==> config.mk <==
export PLATFORM = sky130hd
export DESIGN_NAME = pending_request_tracker
export DESIGN_NICKNAME = d
export VERILOG_FILES = /design/src/sv/prt_pkg.sv /design/src/sv/prt_cell.sv /design/src/sv/prt_ctrl.sv /design/src/sv/pending_request_tracker.sv
export SDC_FILE = /design/constraint.sdc
export NUM_CORES = 2
export LEC_CHECK = 0
export ABC_AREA = 1
export BUFFER_PORTS_ARGS = -buffer_cell sky130_fd_sc_hd__buf_4
export CAP_MARGIN = 10
export CORE_MARGIN = 5
export CORE_UTILIZATION = 35
export CTS_BUF_LIST = sky130_fd_sc_hd__clkbuf_4 sky130_fd_sc_hd__clkbuf_8 sky130_fd_sc_hd__clkbuf_16
export DETAILED_ROUTE_END_ITERATION = 10
export PLACE_DENSITY = 0.55
export SYNTH_ARGS = -nofsm -noshare
export SYNTH_HDL_FRONTEND = slang
export SYNTH_SLANG_ARGS = --single-unit
==> constraint.sdc <==
create_clock -name clk -period 35.5 [get_ports clk]
set_input_delay 3.55 -clock clk [delete_from_list [all_inputs] [get_ports clk]]
set_output_delay 3.55 -clock clk [all_outputs]
set_load 0.05 [all_outputs]
==> src/sv/prt_pkg.sv <==
// ---------------------------------------------------------------------------
// prt_pkg
// Types, codes and sizes of the pending request tracker.
// ---------------------------------------------------------------------------
`timescale 1ns / 1ps

package prt_pkg;

  // table size and timeouts retired per tick
  localparam int SLOTS      = 8;
  localparam int MAX_OUT    = 8;
  localparam int CNT_W      = $clog2(MAX_OUT + 1);
  localparam int CFG_IDX_W  = 3;
  localparam int CFG_DATA_W = 32;

  // item functions
  localparam logic [1:0] FUNC_CMD  = 2'd0;
  localparam logic [1:0] FUNC_RESP = 2'd1;
  localparam logic [1:0] FUNC_TICK = 2'd2;

  // result kinds
  localparam logic [2:0] KIND_ACCEPTED   = 3'd0;
  localparam logic [2:0] KIND_BAD_TARGET = 3'd1;
  localparam logic [2:0] KIND_TABLE_FULL = 3'd2;
  localparam logic [2:0] KIND_MATCHED    = 3'd3;
  localparam logic [2:0] KIND_UNMATCHED  = 3'd4;
  localparam logic [2:0] KIND_TIMEOUT    = 3'd5;
  localparam logic [2:0] KIND_NO_EXPIRY  = 3'd6;

  // register indexes
  localparam logic [CFG_IDX_W-1:0] CFG_LOCAL_NODE     = 3'd0;
  localparam logic [CFG_IDX_W-1:0] CFG_BROADCAST_NODE = 3'd1;
  localparam logic [CFG_IDX_W-1:0] CFG_NODE_MIN       = 3'd2;
  localparam logic [CFG_IDX_W-1:0] CFG_NODE_MAX       = 3'd3;
  localparam logic [CFG_IDX_W-1:0] CFG_REPLY_TIMEOUT  = 3'd4;
  localparam logic [CFG_IDX_W-1:0] CFG_TIMEOUT_CODE   = 3'd5;

  // operation carried down the chain
  typedef enum logic [2:0] {
    OP_BAD,
    OP_PLAIN,
    OP_ALLOC,
    OP_MATCH,
    OP_TICK
  } op_t;

  typedef struct packed {
    logic [1:0]  func;
    logic [7:0]  node_id;
    logic [7:0]  resp_request_id;
    logic [7:0]  resp_target;
    logic [7:0]  cmd_code;
    logic        want_reply;
    logic [7:0]  resp_result;
    logic [7:0]  resp_detail;
    logic [31:0] now_ms;
  } in_beat_t;

  typedef struct packed {
    logic [2:0] kind;
    logic [7:0] req_id;
    logic [7:0] src_node;
    logic [7:0] dst_node;
    logic [7:0] orig_cmd;
    logic [7:0] res_code;
    logic [7:0] det_code;
    logic       last;
  } out_beat_t;

  typedef struct packed {
    logic [7:0]  local_node;
    logic [7:0]  broadcast_node;
    logic [7:0]  node_min;
    logic [7:0]  node_max;
    logic [31:0] reply_timeout_ms;
    logic [7:0]  timeout_code;
  } cfg_t;

  // probe passed from cell to cell; hold_* keeps the latest timeout
  typedef struct packed {
    logic             valid;
    op_t              op;
    logic             hit;
    logic [7:0]       node;
    logic [7:0]       id;
    logic [7:0]       cmd;
    logic [31:0]      tm;
    logic             hold_v;
    logic [7:0]       hold_id;
    logic [7:0]       hold_node;
    logic [7:0]       hold_cmd;
    logic [CNT_W-1:0] cnt;
  } probe_t;

  // timeout pushed out by a cell
  typedef struct packed {
    logic       valid;
    logic [7:0] req_id;
    logic [7:0] node;
    logic [7:0] cmd;
  } tmo_t;

endpackage

==> src/sv/prt_cell.sv <==
// ---------------------------------------------------------------------------
// prt_cell
// One table slot. Acts on the probe passing by and hands it on.
// ---------------------------------------------------------------------------
`timescale 1ns / 1ps

module prt_cell import prt_pkg::*; (
  input  logic        clk,
  input  logic        rst_n,
  input  logic        adv,
  input  logic [31:0] limit_cfg,
  input  probe_t      probe_in,
  output probe_t      probe_out,
  output tmo_t        tmo
);

  logic        busy_r, busy_nxt;
  logic [7:0]  id_r, node_r, cmd_r;
  logic [31:0] start_r, limit_r;
  probe_t      probe_r, probe_nxt;
  logic        take, hit, expired, fire;

  // slot decision for the probe
  always_comb begin
    take    = probe_in.valid && (probe_in.op == OP_ALLOC) && !probe_in.hit && !busy_r;
    hit     = probe_in.valid && (probe_in.op == OP_MATCH) && !probe_in.hit && busy_r &&
              (id_r == probe_in.id) && (node_r == probe_in.node);
    expired = (probe_in.tm - start_r) >= limit_r;
    fire    = probe_in.valid && (probe_in.op == OP_TICK) && busy_r && expired &&
              (probe_in.cnt < CNT_W'(MAX_OUT));
    probe_nxt = probe_in;
    busy_nxt  = busy_r;
    tmo       = '0;
    if (take) begin
      probe_nxt.hit = 1'b1;
      busy_nxt      = 1'b1;
    end
    if (hit) begin
      probe_nxt.hit = 1'b1;
      probe_nxt.cmd = cmd_r;
      busy_nxt      = 1'b0;
    end
    if (fire) begin
      // the timeout held so far is not the last one: push it out
      tmo.valid           = probe_in.hold_v;
      tmo.req_id          = probe_in.hold_id;
      tmo.node            = probe_in.hold_node;
      tmo.cmd             = probe_in.hold_cmd;
      probe_nxt.hold_v    = 1'b1;
      probe_nxt.hold_id   = id_r;
      probe_nxt.hold_node = node_r;
      probe_nxt.hold_cmd  = cmd_r;
      probe_nxt.cnt       = probe_in.cnt + CNT_W'(1);
      busy_nxt            = 1'b0;
    end
  end

  // control state and probe stage
  always_ff @(posedge clk) begin
    if (!rst_n) begin
      busy_r        <= 1'b0;
      probe_r.valid <= 1'b0;
    end else if (adv) begin
      busy_r  <= busy_nxt;
      probe_r <= probe_nxt;
    end
  end

  // slot contents, written on allocation
  always_ff @(posedge clk) begin
    if (adv && take) begin
      id_r    <= probe_in.id;
      node_r  <= probe_in.node;
      cmd_r   <= probe_in.cmd;
      start_r <= probe_in.tm;
      limit_r <= limit_cfg;
    end
  end

  assign probe_out = probe_r;

endmodule

==> src/sv/prt_ctrl.sv <==
// ---------------------------------------------------------------------------
// prt_ctrl
// Item intake, id and time keeping, result formatting and output register.
// ---------------------------------------------------------------------------
`timescale 1ns / 1ps

module prt_ctrl import prt_pkg::*; (
  input  logic      clk,
  input  logic      rst_n,
  input  cfg_t      cfg,
  input  logic      in_valid,
  output logic      in_stall,
  input  in_beat_t  in_data,
  output logic      out_valid,
  input  logic      out_stall,
  output out_beat_t out_data,
  output logic      adv,
  output probe_t    probe_head,
  input  probe_t    probe_tail,
  input  tmo_t      tmo
);

  logic        busy_r;
  logic [7:0]  next_id_r;
  logic [31:0] cur_time_r;
  in_beat_t    item_r;
  probe_t      probe_r, probe_new;
  logic        out_valid_r;
  out_beat_t   out_r, res_fin, res_tmo;
  logic        accept, start, tgt_ok, fin;
  op_t         op_new;
  logic [7:0]  id_inc, id_step;

  // intake: classify the item and build the probe
  always_comb begin
    adv    = !out_valid_r || !out_stall;
    accept = in_valid && !busy_r;
    tgt_ok = (in_data.node_id == cfg.broadcast_node) ||
             ((in_data.node_id >= cfg.node_min) && (in_data.node_id <= cfg.node_max));
    start  = 1'b0;
    op_new = OP_PLAIN;
    case (in_data.func)
      FUNC_CMD: begin
        start = accept;
        if (!tgt_ok) begin
          op_new = OP_BAD;
        end else if (in_data.want_reply && (in_data.node_id != cfg.broadcast_node)) begin
          op_new = OP_ALLOC;
        end else begin
          op_new = OP_PLAIN;
        end
      end
      FUNC_RESP: begin
        start  = accept;
        op_new = OP_MATCH;
      end
      FUNC_TICK: begin
        start  = accept;
        op_new = OP_TICK;
      end
      default: begin
        start  = 1'b0;
        op_new = OP_PLAIN;
      end
    endcase
    probe_new       = '0;
    probe_new.valid = 1'b1;
    probe_new.op    = op_new;
    probe_new.node  = in_data.node_id;
    probe_new.id    = (op_new == OP_ALLOC) ? next_id_r : in_data.resp_request_id;
    probe_new.cmd   = in_data.cmd_code;
    probe_new.tm    = (op_new == OP_TICK) ? in_data.now_ms : cur_time_r;
  end

  // next request id, zero skipped
  always_comb begin
    id_inc  = next_id_r + 8'd1;
    id_step = (id_inc == 8'd0) ? 8'd1 : id_inc;
  end

  // final result once the probe leaves the chain
  always_comb begin
    fin              = probe_tail.valid && adv;
    res_fin          = '0;
    res_fin.last     = 1'b1;
    res_fin.src_node = cfg.local_node;
    res_fin.dst_node = item_r.node_id;
    res_fin.orig_cmd = item_r.cmd_code;
    case (probe_tail.op)
      OP_BAD: begin
        res_fin.kind = KIND_BAD_TARGET;
      end
      OP_PLAIN: begin
        res_fin.kind = KIND_ACCEPTED;
      end
      OP_ALLOC: begin
        res_fin.kind   = probe_tail.hit ? KIND_ACCEPTED : KIND_TABLE_FULL;
        res_fin.req_id = probe_tail.hit ? probe_tail.id : 8'd0;
      end
      OP_MATCH: begin
        res_fin.kind     = probe_tail.hit ? KIND_MATCHED : KIND_UNMATCHED;
        res_fin.req_id   = item_r.resp_request_id;
        res_fin.src_node = item_r.node_id;
        res_fin.dst_node = item_r.resp_target;
        res_fin.orig_cmd = probe_tail.hit ? probe_tail.cmd : 8'd0;
        res_fin.res_code = item_r.resp_result;
        res_fin.det_code = item_r.resp_detail;
      end
      OP_TICK: begin
        if (probe_tail.hold_v) begin
          res_fin.kind     = KIND_TIMEOUT;
          res_fin.req_id   = probe_tail.hold_id;
          res_fin.src_node = probe_tail.hold_node;
          res_fin.dst_node = cfg.local_node;
          res_fin.orig_cmd = probe_tail.hold_cmd;
          res_fin.res_code = cfg.timeout_code;
        end else begin
          res_fin          = '0;
          res_fin.kind     = KIND_NO_EXPIRY;
          res_fin.last     = 1'b1;
        end
      end
      default: begin
        res_fin.kind = KIND_ACCEPTED;
      end
    endcase
    // earlier timeout of a tick, more may follow
    res_tmo          = '0;
    res_tmo.kind     = KIND_TIMEOUT;
    res_tmo.req_id   = tmo.req_id;
    res_tmo.src_node = tmo.node;
    res_tmo.dst_node = cfg.local_node;
    res_tmo.orig_cmd = tmo.cmd;
    res_tmo.res_code = cfg.timeout_code;
  end

  // registers
  always_ff @(posedge clk) begin
    if (!rst_n) begin
      busy_r        <= 1'b0;
      next_id_r     <= 8'd1;
      cur_time_r    <= 32'd0;
      probe_r.valid <= 1'b0;
      out_valid_r   <= 1'b0;
    end else begin
      if (adv) begin
        probe_r.valid <= 1'b0;
      end
      if (start) begin
        busy_r  <= 1'b1;
        item_r  <= in_data;
        probe_r <= probe_new;
        if (op_new == OP_TICK) begin
          cur_time_r <= in_data.now_ms;
        end
      end
      if (fin) begin
        busy_r <= 1'b0;
        if ((probe_tail.op == OP_ALLOC) && probe_tail.hit) begin
          next_id_r <= id_step;
        end
      end
      // output register
      if (adv) begin
        if (fin) begin
          out_valid_r <= 1'b1;
          out_r       <= res_fin;
        end else if (tmo.valid) begin
          out_valid_r <= 1'b1;
          out_r       <= res_tmo;
        end else begin
          out_valid_r <= 1'b0;
        end
      end
    end
  end

  assign in_stall   = busy_r;
  assign out_valid  = out_valid_r;
  assign out_data   = out_r;
  assign probe_head = probe_r;

endmodule

==> src/sv/pending_request_tracker.sv <==
// ---------------------------------------------------------------------------
// pending_request_tracker
// Outstanding request table with reply timeouts, one slot per cell.
//
// Input channel (in_valid/in_stall/in_data): commands, responses and ticks.
// Result channel (out_valid/out_stall/out_data): one beat per command or
// response, one beat per retired slot (at most eight) or a single no-expiry
// beat per tick; the final beat of an item carries last.
// Config port (cfg_valid/cfg_ready/cfg_index/cfg_data) is always ready; the
// user must write it while the block is idle; the block does not enforce it.
// Each item walks a probe down the row of SLOTS cells, one cell a cycle while
// the receiver does not stall; after the last cell the final beat goes into
// the output register. in_stall is high from acceptance until then, so a new
// item is not taken before the last one is through. Extra timeout beats of a
// tick delay it only when the receiver holds the previous one.
// A receiver stall freezes the whole row and the output register.
// Reset frees all slots, sets the next id to 1 and the time to 0; it takes
// effect at once, no clearing pass.
// ---------------------------------------------------------------------------
`timescale 1ns / 1ps

module pending_request_tracker import prt_pkg::*; (
  input  logic                  clk,
  input  logic                  rst_n,
  input  logic                  in_valid,
  output logic                  in_stall,
  input  in_beat_t              in_data,
  output logic                  out_valid,
  input  logic                  out_stall,
  output out_beat_t             out_data,
  input  logic                  cfg_valid,
  output logic                  cfg_ready,
  input  logic [CFG_IDX_W-1:0]  cfg_index,
  input  logic [CFG_DATA_W-1:0] cfg_data
);

  cfg_t   cfg_r;
  logic   adv;
  probe_t chain_p [SLOTS+1];
  tmo_t   cell_tmo [SLOTS];
  tmo_t   tmo_any;

  // configuration registers
  always_ff @(posedge clk) begin
    if (!rst_n) begin
      cfg_r.local_node       <= 8'd1;
      cfg_r.broadcast_node   <= 8'd255;
      cfg_r.node_min         <= 8'd1;
      cfg_r.node_max         <= 8'd254;
      cfg_r.reply_timeout_ms <= 32'd1000;
      cfg_r.timeout_code     <= 8'd0;
    end else if (cfg_valid) begin
      case (cfg_index)
        CFG_LOCAL_NODE:     cfg_r.local_node       <= cfg_data[7:0];
        CFG_BROADCAST_NODE: cfg_r.broadcast_node   <= cfg_data[7:0];
        CFG_NODE_MIN:       cfg_r.node_min         <= cfg_data[7:0];
        CFG_NODE_MAX:       cfg_r.node_max         <= cfg_data[7:0];
        CFG_REPLY_TIMEOUT:  cfg_r.reply_timeout_ms <= cfg_data[31:0];
        CFG_TIMEOUT_CODE:   cfg_r.timeout_code     <= cfg_data[7:0];
        default: begin
        end
      endcase
    end
  end

  assign cfg_ready = 1'b1;

  // intake and output side
  prt_ctrl u_ctrl (
    .clk        (clk),
    .rst_n      (rst_n),
    .cfg        (cfg_r),
    .in_valid   (in_valid),
    .in_stall   (in_stall),
    .in_data    (in_data),
    .out_valid  (out_valid),
    .out_stall  (out_stall),
    .out_data   (out_data),
    .adv        (adv),
    .probe_head (chain_p[0]),
    .probe_tail (chain_p[SLOTS]),
    .tmo        (tmo_any)
  );

  // row of slot cells
  for (genvar g = 0; g < SLOTS; g++) begin : g_cell
    prt_cell u_cell (
      .clk       (clk),
      .rst_n     (rst_n),
      .adv       (adv),
      .limit_cfg (cfg_r.reply_timeout_ms),
      .probe_in  (chain_p[g]),
      .probe_out (chain_p[g+1]),
      .tmo       (cell_tmo[g])
    );
  end

  // at most one cell holds the probe, so OR is enough
  always_comb begin
    tmo_any = '0;
    for (int i = 0; i < SLOTS; i++) begin
      tmo_any = tmo_any | cell_tmo[i];
    end
  end

endmodule

# Yosys cells after proc, flatten, opt, wreduce, memory -nomap -nowiden
# Cells that the tools add are included.
# totals
out_inout_bits	55
input_bits	123
reg_bits	1643
word_cells	499
# classes
order_cmp	17
bitwise	7
n_reduce_logical	168
eq_ne	54
addsub	16
muxes	67
# ops
cell	count
32-bit >= comparator	8
32-bit subtractor	8
28-bit two-way mux	7
25-bit two-way mux	7
25-bit OR	6
8-bit == test	17
1-bit logical AND	106
52-bit two-way mux	2
8-bit two-way mux	12
90-bit two-way mux	1
40-bit case mux with 2 select lines	1
3-bit by 2-bit == test with 1-bit output (second input constant)	21
42-bit two-way mux	1
3-bit == test (second input constant)	12
2-bit AND reduction	17
32-bit two-way mux	1
1-bit two-way mux	28
4-bit by 1-bit adder with 4-bit output (second input constant)	6
4-bit less-than comparator (second input constant)	6
8-bit case mux with 3 select lines	1
3-bit nonzero test	8
1-bit logical NOT	18
2-bit OR reduction	9
3-bit case mux with 4 select lines	1
20 further kinds	25

# Depth between registers and ports, before layout
# logic_depth
word_depth	14
depth_mapped	32

# Hierarchy
# Synthesis repeated with hierarchy kept, for this count alone.
# unflattened
cells_unflattened	8213
hier_area_um2	84642.4
# by_module_without_submodules
module	n_inst	cells_each	area_per_inst_um2
prt_cell (g_cell[0].u_cell ...)	5	844	8946.1
prt_cell (g_cell[6].u_cell ...)	2	867	9101.2
prt_cell (g_cell[1].u_cell)	1	876	9312.7
prt_ctrl	1	866	9008.6
pending_request_tracker	1	517	3388.2

# Worst setup path before layout
# Ideal clock, no wire load.
# synth_path
kind	input port to flip-flop
start	input port out_stall
end	register u_ctrl.out_r, in the netlist u_ctrl.out_data[0], enable pin
required_time_ps	35090
cell_stages	5
arrival_time_ps	33866
setup_slack_ps	1224
cell_sequence	nand2_1 > clkinv_1 > nor2_1 > nand2_1 > inv_1
# synth_via
elab_chain_cells	5
# synth_lines
element	line	text
start: declaration	pending_request_tracker.sv:29	input logic out_stall,
1-bit logical NOT (*)	prt_ctrl.sv:36	adv = !out_valid_r || !out_stall;
1-bit logical OR (*)	prt_ctrl.sv:36	
1-bit logical AND	prt_ctrl.sv:83	fin = probe_tail.valid && adv;
2-bit nonzero test (no source line)	--	
3-bit AND reduction (no source line) (*)	--	
end signal: assignment	prt_ctrl.sv:167	out_r <= res_fin;
end signal: assignment	prt_ctrl.sv:170	out_r <= res_tmo;
end: declaration	prt_ctrl.sv:29	out_beat_t out_r, res_fin, res_tmo;
# Every way passes the cells marked *; elsewhere a longest branch is shown, timed or not.
# A chain may end at the register's enable or synchronous reset.

# Final worst setup path
# layout_path
start	input port out_stall
end	register g_cell[4].u_cell.probe_r, in the netlist g_cell[4].u_cell.probe_out[7], enable pin
# layout_via
elab_chain_cells	3
# layout_lines
element	line	text
1-bit logical NOT	prt_ctrl.sv:36	
1-bit logical OR	prt_ctrl.sv:36	
2-bit AND reduction (no source line)	--	
end signal: assignment	prt_cell.sv:65	probe_r <= probe_nxt;
end: declaration	prt_cell.sv:20	probe_t probe_r, probe_nxt;
# No other way between the ends.

==> run metrics <==
Max Clk Rate=141 MHz; R2R setup slack=29,090 ps; P per Cell Area=48.8 mW/mm2; hpwl dp=153,000 um; Hold Fails Final Rpt=0; CP required=35,940 ps; top-area cell type share of the netlist area=0.574; crit path capture=g_cell[4].u_cell.probe_out[7]$_DFFE_PP_; R2R cell count=26; Vias/cell=4.81; die height=484 um; Post-synth EDFFs=1,506; Critical Path Fanout Max=170; clock slew at reported path FFs=60 ps; DR WL/cell=18.7 um; Final ANT Viol Nets=0; Port Buffers=176; Yosys top cell by area=edfxtp_1; syn_nets=7,950; Seq/Total Area, Yosys=0.607; Max H-tree Level=4; number of global-route vias before repair=52,000; Max Slew Vio Count=0; largest net degree at the start of global routing=171; startpoint types=input port; Final #Nets=8,225; final wirelength=201,000 um; Min-Delay Path Class=reg2reg; main flop type after synthesis=edfxtp_1; initial antenna violation count=9; skew final=42.4 ps; Gates resized, CTS repair=0; DR DRC count=0; Die W=484 um; Ports=178; Hold Crit Start=g_cell[6].u_cell.probe_out[79]$_DFFE_PP_; Synth async-reset ratio=0; first-pass GRT wire length=306,000 um; setup bufs post-CTS=0; core area=0.224 mm2; setup_tns=0 ps; root cell of the clock tree=clkbuf_16; share of layout cells above drive strength 1=0.0783; FF-to-FF End=u_ctrl.out_data[41]$_DFFE_PP_; cells after synthesis=7,294; RSZ-0062 raised after global routing=no; Setup-failing EPs final=0; warnings from Yosys=0; worst r2r src=g_cell[4].u_cell.probe_out[29]$_DFFE_PP_; Crit. End Element=flop; Synth Cell Area=0.0788 mm2; Congestion Overflow GR=0; DRT Pass-1 Iters=6; floorplan row count=174; Clock Sinks=1,637; CP Data Arrival Time=7550 ps; Cell variety after synth=70; initial drt markers=3,769; Initial Util=0.351; Worst Setup SP=out_stall; crit path time final=7120 ps; CTS tree=done; Post-CTS Hold Fix Bufs=0; final worst path period share=0.200; Slew headroom=0.234; average cell area after synthesis=10.8 um2; Fill cells=21,500; register bit total from synthesis=1,637; Area Growth Syn to Fin=13.7%; MaxCap Viol Count=0; full die area=0.235 mm2; Crit Path Class=in2reg; clk buf depth=3; Num CTS Buffers=175; Clk Latency, worst-skew pair=830 ps; Max IR drop VDD=0.0448 mV; Pleak=0.0372 uW; Worst Tran Pin Value=1150 ps; synth top area cells=edfxtp_1 (57%), ha_1 (8.3%), nand2_1 (6.5%); Placed Cells=10,400; Routability Congestion=0.892; Finished Layout Cells=10,700; status=completed; Vias=51,600; Tot GR Track Use=0.168
-- cell type report --
class / count / area [um2] / area share
Inverter: 1125 / 4220 / 0.0471
Clock buffer: 220 / 4800 / 0.0536
Tap cell: 2992 / 3740 / 0.0418
Timing Repair Buffer: 217 / 1650 / 0.0185
Antenna cell: 9 / 22.5 / 0.000251
Clock inverter: 103 / 1040 / 0.0116
Multi-Input combinational cell: 4413 / 26200 / 0.293
Sequential cell: 1637 / 47800 / 0.534
-- Yosys cell counts (31+ instances only) --
cell,instances
xor2_1,203
a21oi_1,516
dfxtp_1,131
nand3_1,188
nor4_1,41
nand2_1,1359
o21ai_1,41
nor2_1,463
o21ai_0,496
ha_1,525
edfxtp_1,1506
clkbuf_1,79
inv_1,1118
xnor2_1,103
nand4_1,88
nor3_1,73
o21a_1,31
-- metrics by stage --
stage / power [uW] / hold slack (ps) / util / setup WS, ps / cell area, um2
2_1_floorplan: 2490 / 425 / - / 1220 / 78800
3_3_place_gp: 2560 / 431 / 0.373 / 27450 / 83700
3_5_place_dp: 2570 / 433 / 0.373 / 27400 / 83700
4_1_cts: 4420 / 435 / 0.399 / 28300 / 89500
5_1_grt: 4550 / 455 / 0.399 / 28040 / 89500
6_report: 4370 / 439 / 0.399 / 28380 / 89600
-- cells by family after synthesis --
logic type | share of synthesized area
buffers and inverters | 0.0606
XOR/XNOR | 0.0340
adder cells (fa/ha/maj) | 0.0854
AND/OR/NAND/NOR | 0.120
AO/OA/AOI/OAI | 0.0912
multiplexers | 0.00157
flip-flops | 0.607
other | 0.0000476
-- worst min-delay path by stage --
| stage | end | depth (start not counted) |
|---|---|---|
| final | g_cell[7].u_cell.node_r[2]$_DFFE_PP_ | 0 |
| after global routing | g_cell[7].u_cell.probe_out[87]$_DFFE_PP_ | 0 |
| after CTS | g_cell[7].u_cell.node_r[2]$_DFFE_PP_ | 0 |
| after detailed placement | g_cell[7].u_cell.cmd_r[2]$_DFFE_PP_ | 0 |
| after global placement | g_cell[7].u_cell.node_r[2]$_DFFE_PP_ | 0 |
| after floorplan | u_ctrl.cur_time_r[0]$_SDFFE_PN0P_ | 2 |
-- worst max-delay path, stage by stage --
cell and delay [ps]:
buf_4 110, nand2_1 720, clkinv_1 160, buf_4 300, nor2_4 160, buf_12 640
buf_4 880, buf_4 880
-- where the power goes --
part           leakage (uW)  total, uW  internal [uW]  switching (uW)
sequential           0.0153       2220           2170            49.3
combinational        0.0190        310            112             198
clock               0.00290       1840           1070             774
-- placed cells by master, fill, tap and decap left out, drive strengths merged, types with 7 or more instances in the layout --
| master | instances |
|---|---|
| clkinv | 77 |
| bufinv | 14 |
| nor4 | 47 |
| buf | 217 |
| diode | 9 |
| dfxtp | 131 |
| o21a | 31 |
| o31ai | 8 |
| o211ai | 24 |
| nand3 | 193 |
| o221ai | 16 |
| o21bai | 15 |
| a31oi | 20 |
| edfxtp | 1506 |
| inv | 1132 |
| a21o | 13 |
| a22oi | 14 |
| a32o | 9 |
| nand4 | 90 |
| a21oi | 525 |
| ha | 525 |
| o2111ai | 10 |
| or2 | 7 |
| nand3b | 10 |
| clkbuf | 220 |
| nand2 | 1375 |
| xnor2 | 103 |
| mux2 | 10 |
| nor3 | 73 |
| o22ai | 27 |
| a21boi | 14 |
| o21ai | 542 |
| xor2 | 203 |
| fa | 8 |
| nor2 | 467 |
| a221oi | 11 |
-- routing by layer --
metal	wire, um	up-vias	global-route usage
li1	-	25700	-
met1	93800	24200	0.238
met2	90800	1287	0.270
met3	9770	352	0.0214
met4	6200	0	0.0542
met5	0	-	0
-- flip-flops by register name, summed over array words and instances (netlist names), 8 cells and up --
name                     cells
g_cell.u_cell.limit_r      256
g_cell.u_cell.id_r          64
g_cell.u_cell.cmd_r         64
u_ctrl.probe_head           44
g_cell.u_cell.busy_r         8
u_ctrl.item_r               48
u_ctrl.out_data             52
u_ctrl.cur_time_r           32
g_cell.u_cell.probe_out    667
u_ctrl.next_id_r             8
g_cell.u_cell.node_r        64
g_cell.u_cell.start_r      256
cfg_r                       72
No activity file was read; power rests on OpenSTA's default activity.
